`src/hw/rtl/assert_macros.svh`:
```
// Assertion macros used by the RTL of the held-note chord mapper.
`ifndef ASSERT_MACROS_SVH
`define ASSERT_MACROS_SVH

// Check a condition at every clock edge outside reset.
`define ASSERT_ALWAYS(lbl, cond, msg) \
  lbl: assert property (@(posedge clk) disable iff (rst) (cond)) else $error(msg);

// Check that a condition implies another in the same cycle.
`define ASSERT_IMPLIES(lbl, ante, cons, msg) \
  lbl: assert property (@(posedge clk) disable iff (rst) (ante) |-> (cons)) else $error(msg);

// Check that a condition implies another in the next cycle.
`define ASSERT_NEXT(lbl, ante, cons, msg) \
  lbl: assert property (@(posedge clk) disable iff (rst) (ante) |=> (cons)) else $error(msg);

`endif

```
`src/hw/rtl/hnfcm_pkg.sv`:
```
// Types, constants and chord functions of the held-note fifth chord mapper.
package hnfcm_pkg;

  localparam int HELD_ENTRIES = 8;
  localparam int CNT_W = $clog2(HELD_ENTRIES + 1);
  localparam int ADDR_W = (HELD_ENTRIES > 1) ? $clog2(HELD_ENTRIES) : 1;

  localparam logic [6:0] NOTE_MAX = 7'd127;
  localparam logic [7:0] FIFTH_STEP = 8'd7;

  localparam logic [1:0] MODE_NOTE_ON = 2'd0;
  localparam logic [1:0] MODE_NOTE_OFF = 2'd1;
  localparam logic [1:0] MODE_RELEASE_ALL = 2'd2;
  localparam logic [1:0] MODE_SILENT_CLEAR = 2'd3;

  typedef struct packed {
    logic [1:0] mode;
    logic [3:0] channel;
    logic [6:0] note;
    logic [6:0] velocity;
  } evt_t;

  typedef struct packed {
    logic       is_note_on;
    logic [3:0] out_channel;
    logic [6:0] out_note;
    logic [6:0] out_velocity;
    logic       last;
  } msg_t;

  typedef struct packed {
    logic [3:0] channel;
    logic [6:0] key_note;
    logic [1:0] output_count;
    logic [6:0] note0;
    logic [6:0] note1;
  } entry_t;

  localparam int ENTRY_W = $bits(entry_t);

  typedef enum logic [3:0] {
    S_IDLE,
    S_READ,
    S_CHECK,
    S_OFF0,
    S_OFF1,
    S_ON0,
    S_ON1,
    S_SHIFT_RD,
    S_SHIFT_WR
  } state_t;

  // Move a white-key note up to the next black key (black keys stay), saturating at the top note.
  function automatic logic [6:0] snap_up(input logic [6:0] n);
    logic [14:0] prod;
    logic [3:0]  oct;
    logic [6:0]  base;
    logic [3:0]  pc;
    logic [1:0]  step;
    logic [7:0]  sum;
    prod = 15'(n) * 15'd171;
    oct  = prod[14:11];
    base = 7'(oct) * 7'd12;
    pc   = 4'(n - base);
    unique case (pc)
      4'd0, 4'd2, 4'd5, 4'd7, 4'd9: step = 2'd1;
      4'd4, 4'd11:                  step = 2'd2;
      default:                      step = 2'd0;
    endcase
    sum = {1'b0, n} + 8'(step);
    return (sum > 8'(NOTE_MAX)) ? NOTE_MAX : sum[6:0];
  endfunction

  // Transposed root, clamped to the note range.
  function automatic logic [6:0] chord_root(input logic [6:0] note,
                                            input logic signed [7:0] transpose);
    logic signed [8:0] sum;
    logic [6:0]        r;
    sum = $signed({2'b00, note}) + $signed({transpose[7], transpose});
    if (sum[8]) begin
      r = 7'd0;
    end else if (sum[7]) begin
      r = NOTE_MAX;
    end else begin
      r = sum[6:0];
    end
    return r;
  endfunction

  // Fifth above a root, clamped to the top note.
  function automatic logic [6:0] chord_fifth(input logic [6:0] root);
    logic [7:0] f;
    f = {1'b0, root} + FIFTH_STEP;
    return (f > 8'(NOTE_MAX)) ? NOTE_MAX : f[6:0];
  endfunction

endpackage

```
`src/hw/rtl/hnfcm_ram.sv`:
```
// Generic simple dual-port RAM with one write port and a registered read port.
module hnfcm_ram #(
  parameter int WIDTH = 8,
  parameter int DEPTH = 8,
  localparam int AW = (DEPTH > 1) ? $clog2(DEPTH) : 1
) (
  input  logic                    clk,
  input  logic                    we,
  input  logic [AW-1:0]           waddr,
  input  logic [WIDTH-1:0]        wdata,
  input  logic [AW-1:0]           raddr,
  output logic [WIDTH-1:0]        rdata
);

  logic [WIDTH-1:0] mem [DEPTH];

  always_ff @(posedge clk) begin
    if (we) begin
      mem[waddr] <= wdata;
    end
    rdata <= mem[raddr];
  end

endmodule

```
`src/hw/rtl/held_note_fifth_chord_mapper.sv`:
```
// Top level of the held-note fifth chord mapper: sequencer around the entry table RAM.
//
//   channel | signals                         | moves
//   evt     | evt_valid evt_ready evt         | one note event request
//   msg     | msg_valid msg_ready msg         | one MIDI message request
//   cfg     | cfg_valid cfg_ready cfg_transpose | transpose register write
//
// Search reads each table entry (S_READ, RAM read) and compares it (S_CHECK); each message
// has its own emit state. Note-on: its search and at most four messages; note-off: its search,
// up to two messages, then a read and a write state per entry shifted down; release-all: a read,
// a compare and up to two messages per entry. The next request is accepted in S_IDLE.
// Reset empties the table at once and sets transpose to zero; no clearing pass.
// A stalled msg channel holds the sequencer in its message state.
module held_note_fifth_chord_mapper (
  input  logic                     clk,
  input  logic                     rst,
  input  logic                     evt_valid,
  output logic                     evt_ready,
  input  hnfcm_pkg::evt_t          evt,
  output logic                     msg_valid,
  input  logic                     msg_ready,
  output hnfcm_pkg::msg_t          msg,
  input  logic                     cfg_valid,
  output logic                     cfg_ready,
  input  logic signed [7:0]        cfg_transpose
);

  hnfcm_pkg::state_t state, state_next;
  hnfcm_pkg::evt_t   req;
  hnfcm_pkg::entry_t ent, rd_entry, wr_entry;
  hnfcm_pkg::msg_t   emit_msg;

  logic signed [7:0]             transpose;
  logic [hnfcm_pkg::CNT_W-1:0]   idx, held_count;
  logic [hnfcm_pkg::CNT_W-1:0]   idx_inc, idx_inc2;
  logic                          found;
  logic [hnfcm_pkg::ADDR_W-1:0]  raddr, waddr;
  logic                          wen;
  logic [hnfcm_pkg::ENTRY_W-1:0] rd_bits;
  logic                          evt_go, emit_req, emit_go;
  logic                          more, match, off_done, two_notes;
  logic [6:0]                    root_note, fifth_note;

  assign evt_ready = (state == hnfcm_pkg::S_IDLE);
  assign evt_go    = evt_valid && evt_ready;
  assign cfg_ready = 1'b1;

  assign idx_inc  = idx + 1'b1;
  assign idx_inc2 = idx + 2'd2;
  assign more     = idx_inc < held_count;
  assign rd_entry = rd_bits;
  assign match    = (rd_entry.channel == req.channel) && (rd_entry.key_note == req.note);

  assign root_note  = hnfcm_pkg::snap_up(hnfcm_pkg::chord_root(req.note, transpose));
  assign fifth_note = hnfcm_pkg::snap_up(hnfcm_pkg::chord_fifth(
                        hnfcm_pkg::chord_root(req.note, transpose)));
  assign two_notes  = (fifth_note != root_note);

  assign emit_go  = emit_req && (!msg_valid || msg_ready);
  assign off_done = ((state == hnfcm_pkg::S_OFF0) && emit_go && (ent.output_count != 2'd2))
                 || ((state == hnfcm_pkg::S_OFF1) && emit_go);

  hnfcm_ram #(
    .WIDTH (hnfcm_pkg::ENTRY_W),
    .DEPTH (hnfcm_pkg::HELD_ENTRIES)
  ) u_table (
    .clk   (clk),
    .we    (wen),
    .waddr (waddr),
    .wdata (wr_entry),
    .raddr (raddr),
    .rdata (rd_bits)
  );

  // Next state.
  always_comb begin
    state_next = state;
    unique case (state)
      hnfcm_pkg::S_IDLE: begin
        if (evt_go) begin
          unique case (evt.mode)
            hnfcm_pkg::MODE_NOTE_ON:
              state_next = (held_count == '0) ? hnfcm_pkg::S_ON0 : hnfcm_pkg::S_READ;
            hnfcm_pkg::MODE_NOTE_OFF, hnfcm_pkg::MODE_RELEASE_ALL:
              state_next = (held_count == '0) ? hnfcm_pkg::S_IDLE : hnfcm_pkg::S_READ;
            default: state_next = hnfcm_pkg::S_IDLE;
          endcase
        end
      end
      hnfcm_pkg::S_READ: state_next = hnfcm_pkg::S_CHECK;
      hnfcm_pkg::S_CHECK: begin
        priority if (req.mode == hnfcm_pkg::MODE_RELEASE_ALL || match) begin
          state_next = hnfcm_pkg::S_OFF0;
        end else if (more) begin
          state_next = hnfcm_pkg::S_READ;
        end else if (req.mode == hnfcm_pkg::MODE_NOTE_ON &&
                     held_count != hnfcm_pkg::CNT_W'(hnfcm_pkg::HELD_ENTRIES)) begin
          state_next = hnfcm_pkg::S_ON0;
        end else begin
          state_next = hnfcm_pkg::S_IDLE;
        end
      end
      hnfcm_pkg::S_OFF0, hnfcm_pkg::S_OFF1: begin
        if (state == hnfcm_pkg::S_OFF0 && emit_go && ent.output_count == 2'd2) begin
          state_next = hnfcm_pkg::S_OFF1;
        end else if (off_done) begin
          priority if (req.mode == hnfcm_pkg::MODE_NOTE_ON) begin
            state_next = hnfcm_pkg::S_ON0;
          end else if (!more) begin
            state_next = hnfcm_pkg::S_IDLE;
          end else if (req.mode == hnfcm_pkg::MODE_NOTE_OFF) begin
            state_next = hnfcm_pkg::S_SHIFT_RD;
          end else begin
            state_next = hnfcm_pkg::S_READ;
          end
        end
      end
      hnfcm_pkg::S_ON0: begin
        if (emit_go) begin
          state_next = two_notes ? hnfcm_pkg::S_ON1 : hnfcm_pkg::S_IDLE;
        end
      end
      hnfcm_pkg::S_ON1: begin
        if (emit_go) begin
          state_next = hnfcm_pkg::S_IDLE;
        end
      end
      hnfcm_pkg::S_SHIFT_RD: state_next = hnfcm_pkg::S_SHIFT_WR;
      hnfcm_pkg::S_SHIFT_WR:
        state_next = (idx_inc2 < held_count) ? hnfcm_pkg::S_SHIFT_RD : hnfcm_pkg::S_IDLE;
      default: state_next = hnfcm_pkg::S_IDLE;
    endcase
  end

  // Outputs of the sequencer: message to emit and RAM port controls.
  always_comb begin
    emit_req = 1'b0;
    emit_msg = '0;
    raddr    = idx[hnfcm_pkg::ADDR_W-1:0];
    waddr    = idx[hnfcm_pkg::ADDR_W-1:0];
    wen      = 1'b0;
    wr_entry = rd_entry;
    unique case (state)
      hnfcm_pkg::S_OFF0, hnfcm_pkg::S_OFF1: begin
        emit_req             = 1'b1;
        emit_msg.out_channel = ent.channel;
        emit_msg.out_note    = (state == hnfcm_pkg::S_OFF0) ? ent.note0 : ent.note1;
        if (req.mode == hnfcm_pkg::MODE_NOTE_ON) begin
          emit_msg.last = 1'b0;
        end else begin
          emit_msg.last = ((state == hnfcm_pkg::S_OFF1) || ent.output_count != 2'd2) &&
                          ((req.mode == hnfcm_pkg::MODE_NOTE_OFF) || !more);
        end
      end
      hnfcm_pkg::S_ON0, hnfcm_pkg::S_ON1: begin
        emit_req              = 1'b1;
        emit_msg.is_note_on   = 1'b1;
        emit_msg.out_channel  = req.channel;
        emit_msg.out_note     = (state == hnfcm_pkg::S_ON0) ? root_note : fifth_note;
        emit_msg.out_velocity = req.velocity;
        emit_msg.last         = (state == hnfcm_pkg::S_ON1) || !two_notes;
        wen                   = (state == hnfcm_pkg::S_ON0) && emit_go;
        wr_entry.channel      = req.channel;
        wr_entry.key_note     = req.note;
        wr_entry.output_count = two_notes ? 2'd2 : 2'd1;
        wr_entry.note0        = root_note;
        wr_entry.note1        = fifth_note;
      end
      hnfcm_pkg::S_SHIFT_RD: raddr = idx_inc[hnfcm_pkg::ADDR_W-1:0];
      hnfcm_pkg::S_SHIFT_WR: wen = 1'b1;
      default: begin
      end
    endcase
  end

  always_ff @(posedge clk) begin
    if (rst) begin
      state      <= hnfcm_pkg::S_IDLE;
      held_count <= '0;
      transpose  <= '0;
      msg_valid  <= 1'b0;
      idx        <= '0;
      found      <= 1'b0;
    end else begin
      state <= state_next;
      if (cfg_valid && cfg_ready) begin
        transpose <= cfg_transpose;
      end
      if (emit_go) begin
        msg_valid <= 1'b1;
      end else if (msg_ready) begin
        msg_valid <= 1'b0;
      end
      unique case (state)
        hnfcm_pkg::S_IDLE: begin
          if (evt_go) begin
            idx   <= '0;
            found <= 1'b0;
            if (evt.mode == hnfcm_pkg::MODE_SILENT_CLEAR) begin
              held_count <= '0;
            end
          end
        end
        hnfcm_pkg::S_CHECK: begin
          if (req.mode != hnfcm_pkg::MODE_RELEASE_ALL) begin
            priority if (match) begin
              found <= 1'b1;
            end else if (more) begin
              idx <= idx_inc;
            end else begin
              idx <= held_count;
            end
          end
        end
        hnfcm_pkg::S_OFF0, hnfcm_pkg::S_OFF1: begin
          if (off_done) begin
            if (req.mode == hnfcm_pkg::MODE_RELEASE_ALL) begin
              if (more) begin
                idx <= idx_inc;
              end else begin
                held_count <= '0;
              end
            end else if (req.mode == hnfcm_pkg::MODE_NOTE_OFF && !more) begin
              held_count <= held_count - 1'b1;
            end
          end
        end
        hnfcm_pkg::S_ON0: begin
          if (emit_go && !found) begin
            held_count <= held_count + 1'b1;
          end
        end
        hnfcm_pkg::S_SHIFT_WR: begin
          idx <= idx_inc;
          if (!(idx_inc2 < held_count)) begin
            held_count <= held_count - 1'b1;
          end
        end
        default: begin
        end
      endcase
    end
  end

  always_ff @(posedge clk) begin
    if (evt_go) begin
      req <= evt;
    end
    if (state == hnfcm_pkg::S_CHECK) begin
      ent <= rd_entry;
    end
    if (emit_go) begin
      msg <= emit_msg;
    end
  end

`include "assert_macros.svh"

  `ASSERT_ALWAYS(a_count_bound, (held_count <= hnfcm_pkg::CNT_W'(hnfcm_pkg::HELD_ENTRIES)), "table count overflow")
  `ASSERT_IMPLIES(a_read_in_table, (state == hnfcm_pkg::S_READ), (idx < held_count), "read past table")
  `ASSERT_NEXT(a_last_ends_item, (emit_go && emit_msg.last), (state == hnfcm_pkg::S_IDLE || state == hnfcm_pkg::S_SHIFT_RD), "busy after last")
  `ASSERT_IMPLIES(a_grow_on_note_on, (held_count > $past(held_count)), (req.mode == hnfcm_pkg::MODE_NOTE_ON && held_count == $past(held_count) + 1'b1), "bad table growth")

endmodule
```
`config.mk`:
```
export PLATFORM = sky130hd
export DESIGN_NAME = held_note_fifth_chord_mapper
export DESIGN_NICKNAME = d
export VERILOG_FILES = /design/src/hw/rtl/hnfcm_pkg.sv /design/src/hw/rtl/hnfcm_ram.sv /design/src/hw/rtl/held_note_fifth_chord_mapper.sv
export VERILOG_INCLUDE_DIRS = /design/src /design/src/hw/rtl
export SDC_FILE = /design/constraint.sdc
export NUM_CORES = 1
export LEC_CHECK = 0
export ABC_CLOCK_PERIOD_IN_PS = 10500
export BUFFER_PORTS_ARGS = -buffer_cell sky130_fd_sc_hd__buf_2
export CAP_MARGIN = 20
export CORE_MARGIN = 2
export CORE_UTILIZATION = 35
export DETAILED_ROUTE_END_ITERATION = 6
export PLACE_DENSITY_LB_ADDON = 0.25
export SLEW_MARGIN = 40
export SYNTH_ARGS = -nofsm -noshare
export SYNTH_HDL_FRONTEND = slang
export SYNTH_HIERARCHICAL = 1
export SYNTH_SLANG_ARGS = --single-unit
```
`constraint.sdc`:
```
create_clock -name clk -period 10.5 [get_ports clk]
set_input_delay 1.575 -clock clk [delete_from_list [all_inputs] [get_ports clk]]
set_output_delay 1.575 -clock clk [all_outputs]
set_load 0.01 [all_outputs]
```
==> tab_implementation.tex <==
\begin{tabular}{lr}
\hline
Metric & Value \\
\hline
\multicolumn{2}{l}{\textbf{Status}} \\
Status & completed \\
\multicolumn{2}{l}{\textbf{Route}} \\
Routed len/inst & between 20 and 25 um \\
Total number of vias & 10,100 \\
First drt pass iteration count & 5 \\
Post-detailed-route via-to-cell ratio & roughly 5.3 \\
Total Wirelength & between 30,000 and 40,000 um \\
Violation count after the first detailed-route iteration & 690 \\
Residual antenna-violating net count after detailed routing & 0 \\
Residual DRC count & 0 \\
\multicolumn{2}{l}{\textbf{STA}} \\
Max Fclk & 99.0 MHz \\
Final cycle utilization of the critical path & a little over nine tenths \\
Worst-case headroom to the max-slew limit & between 40 and 50\% \\
Worst-case clock skew & 12.2 ps \\
Final period demand of the worst path & between 10,000 and 15,000 ps \\
Aggregate negative setup slack & 0 ps \\
Tightest Pin Transition & around 800 ps \\
Endpoints failing hold & 0 \\
Final Setup Violations & 0 \\
Max-slew violation total from the final report & 0 \\
\multicolumn{2}{l}{\textbf{GRT}} \\
Global-route wire length before repair & between 50,000 and 60,000 um \\
Pin count of the biggest net entering global routing & 55 \\
Initial antenna violation count & 0 \\
Total GRT Usage & between 10\% and 20\% \\
Vias in the first global route & $\sim$10,000 \\
Remaining global-route overflow & 0 \\
\multicolumn{2}{l}{\textbf{Critical path}} \\
Reg-to-reg slack, setup & a little under 400 ps \\
Worst setup path startpoint & req[7] \\
Launching element type of the critical path & flop \\
Crit Path Class & reg -> reg \\
Capturing element of the worst setup path & u\_table/mem[4][14] \\
Arrival time reported for the critical path endpoint & 10,470 ps \\
Critical Path Max Stage Delay & between 500 and 600 ps \\
Required time reported for the critical path endpoint & roughly 11,000 ps \\
R2r worst-path depth & 49 \\
Worst r2r src & req[7] \\
Biggest fanout along the worst timing path & 8 \\
Reg2reg end & u\_table/mem[4][14] \\
Slowest CP cell & fa\_1 \\
CP endpoint kind & flop \\
\multicolumn{2}{l}{\textbf{Floorplan}} \\
Site row count & 79 \\
Initial standard-cell utilization of the core & a little over a third \\
Area enclosed by the die boundary & a little under 50,000 um\^{}2 \\
Floorplan die height & approximately 220 um \\
Area of the placeable core & $\sim$46,000 um\^{}2 \\
Number of top-level design ports & between 50 and 60 \\
Die X & about 220 um \\
\multicolumn{2}{l}{\textbf{Synth}} \\
Synthesized area & 16,300 um\^{}2 \\
Number of distinct library cells after synthesis & 87 \\
Number of instances in the synthesized netlist & between 1,000 and 1,500 \\
Synth warn & 6 \\
Area contributors post-synth & edfxtp\_1, mux4\_1, ha\_1 \\
Proportion of register bits with asynchronous set or reset after synthesis & 0\% \\
Sequential fraction of the synthesis area & a little under three fifths \\
Post-synth top area share & 50.7\% \\
Post-synthesis net count & 1,318 \\
Post-synth EDFFs & approximately 280 \\
Number of flip-flops and latches in the synthesized netlist & 325 \\
Dominant cell type by area after synthesis & edfxtp\_1 \\
Synthesized area per cell & $\sim$14 um\^{}2 \\
Main flop type after synthesis & edfxtp\_1 \\
\multicolumn{2}{l}{\textbf{Placed design}} \\
Port Buf Inserts & 54 \\
Total half-perimeter wirelength after legalization and detailed placement & 25,000 um \\
Placed instance count & about 1,800 \\
Routability congestion estimate from global placement & between 0.8 and 0.9 \\
Placed instance area & around 18,000 um\^{}2 \\
\multicolumn{2}{l}{\textbf{Pwr}} \\
Cell Pwr Density & $\sim$320 nW/um\^{}2 \\
Worst voltage drop across the vdd grid & roughly 0.34 mV \\
Leakage component of the power & approximately 7.1 nW \\
\multicolumn{2}{l}{\textbf{Clocking}} \\
Reg clk slew, reported paths & approximately 60 ps \\
Total of hold buffers inserted after clock tree synthesis & 0 \\
Sinks on the clock net & around 330 \\
Number of CTS-inserted buffers & 34 \\
Maximum buffer depth of the clock tree & 3 \\
Number of H-tree levels & 2 \\
TritonCTS clock tree & built \\
Root Buffer & clkbuf\_16 \\
Later-pin clock latency in the skew report & 510 ps \\
\multicolumn{2}{l}{\textbf{Finish}} \\
Total number of nets in the final design & about 1,400 \\
Final Non-Filler Cells & roughly 1,900 \\
Area of all placed cells without fillers & 19,200 um\^{}2 \\
Antenna fix cells & 0 \\
Fraction of layout cells with a size suffix above 1 & between 20\% and 30\% \\
Area delta synth->final & 17.2\% \\
\multicolumn{2}{l}{\textbf{Run}} \\
Max-cap check violation count & 0 \\
\multicolumn{2}{l}{\textbf{Worst hold path}} \\
Hold path depth & 0 \\
Min-Delay Path Class & reg -> reg \\
\hline
\end{tabular}
-- worst max-delay path, delay by kind of cell (launching register included) --
| family | cells | cell delay [ps] |
|---|---|---|
| compound gates | 14 | 2890 |
| xor+xnor | 6 | 1040 |
| fa+ha+maj | 11 | 3340 |
| buf+inv | 8 | 820 |
| flops | 1 | 420 |
| mux | 1 | 270 |
| simple gates | 9 | 1170 |
-- cells in the mapped netlist (all sizes together) (17+ instances only) --
| cell | instances |
|---|---|
| nor3 | 17 |
| mux2 | 34 |
| inv | 66 |
| nand2 | 94 |
| fa | 19 |
| mux4 | 54 |
| nor2 | 87 |
| a21oi | 44 |
| ha | 92 |
| mux2i | 18 |
| clkbuf | 25 |
| xnor2 | 33 |
| dfxtp | 49 |
| o21ai | 42 |
| edfxtp | 276 |
-- report_power, final --
| group | switching (mW) | total, mW | internal [mW] |
|---|---|---|---|
| Combinational | 1.98 | 3.57 | 1.59 |
| Clock | 0.476 | 1.15 | 0.677 |
| Sequential | 0.0220 | 1.47 | 1.45 |
-- area by class of cell --
type,instances,area [um^2]
multi-input combinational,743,7070
clock inverter,14,125
sequential,325,9270
inverter,67,251
fill,4239,27200
clock buffer,46,937
tap,607,759
timing repair buffer,117,747
-- metrics by stage --
stage | setup WS (ps) | utilization [%] | hold slack (ps) | power, mW
2_1_floorplan | 229 | - | 408 | 3.90
6_report | 394 | 41.3 | 427 | 6.19
4_1_cts | 36.4 | 40.3 | 430 | 5.89
3_5_place_dp | -1.97 | 38.0 | 415 | 4.69
3_3_place_gp | 34.9 | 38.0 | 413 | 4.71
5_1_grt | -178 | 41.3 | 437 | 6.67
-- layer usage --
metal / track usage (%) / vias to the layer above / share of wire, %
met2: 27.7 / 197 / 50
met5: 0 / - / 0
li1: - / 4719 / -
met4: 5.01 / 0 / 2.9
met3: 2.08 / 75 / 3.6
met1: 20.4 / 5099 / 44
-- layout by cell type, fill, tap and decap left out, drive strengths merged, types with 4 or more instances in the layout --
cell type and n:
nand2b 16, nor2b 12, ha 92, a21o 14
nand2 94, o31ai 5, xnor2 33, a311oi 4
xor2 9, o21bai 4, or2 6, a211oi 10
nand3 12, nor3 17, inv 68, o21ai 42
o311ai 4, nor2 87, dfxtp 49, mux2i 18
fa 19, o221ai 5, clkbuf 46, edfxtp 276
nor4 7, o22ai 4, and2 14, o21a 4
mux4 54, mux2 34, o211ai 8, a21oi 44
buf 117, nand4 7, clkinv 10, and3 8
-- kinds of logic after synthesis --
kind of cell               synth area share [%]
xor gates and xnor gates                   2.39
AOI/OAI and AO/OA                          8.33
adders and majority gates                  9.37
other                                    0.0229
DFF                                        56.7
buffers and inverters                      2.80
and+or+nand+nor                            8.28
muxes                                      12.1
-- how the worst min path moves through the flow --
stage | start | to | slack [ps]
after CTS | u_table/rdata[8] | ent[8] | 430
after global routing | u_table/rdata[7] | ent[7] | 440
after global placement | u_table/rdata[11] | ent[11] | 410
final | u_table/rdata[12] | ent[12] | 430
after detailed placement | u_table/rdata[8] | ent[8] | 410
after floorplan | u_table/rdata[10] | ent[10] | 410
-- repair_timing --
| action | in CTS | in global routing |
|---|---|---|
| resized for setup | 2 | 73 |
| buffers inserted | 0 | 16 |
| pin swaps | 0 | 29 |
| gates cloned | 0 | 0 |
| setup endpoints to repair | 8 | 71 |
-- state kept, by name (all words and copies together) (netlist names) --
register	count
transpose	8
msg_valid	1
idx	4
u_table/mem	216
state	4
msg	20
ent	20
held_count	4
u_table/rdata	27
req	20
found	1
(Power assumes the default switching activity.)
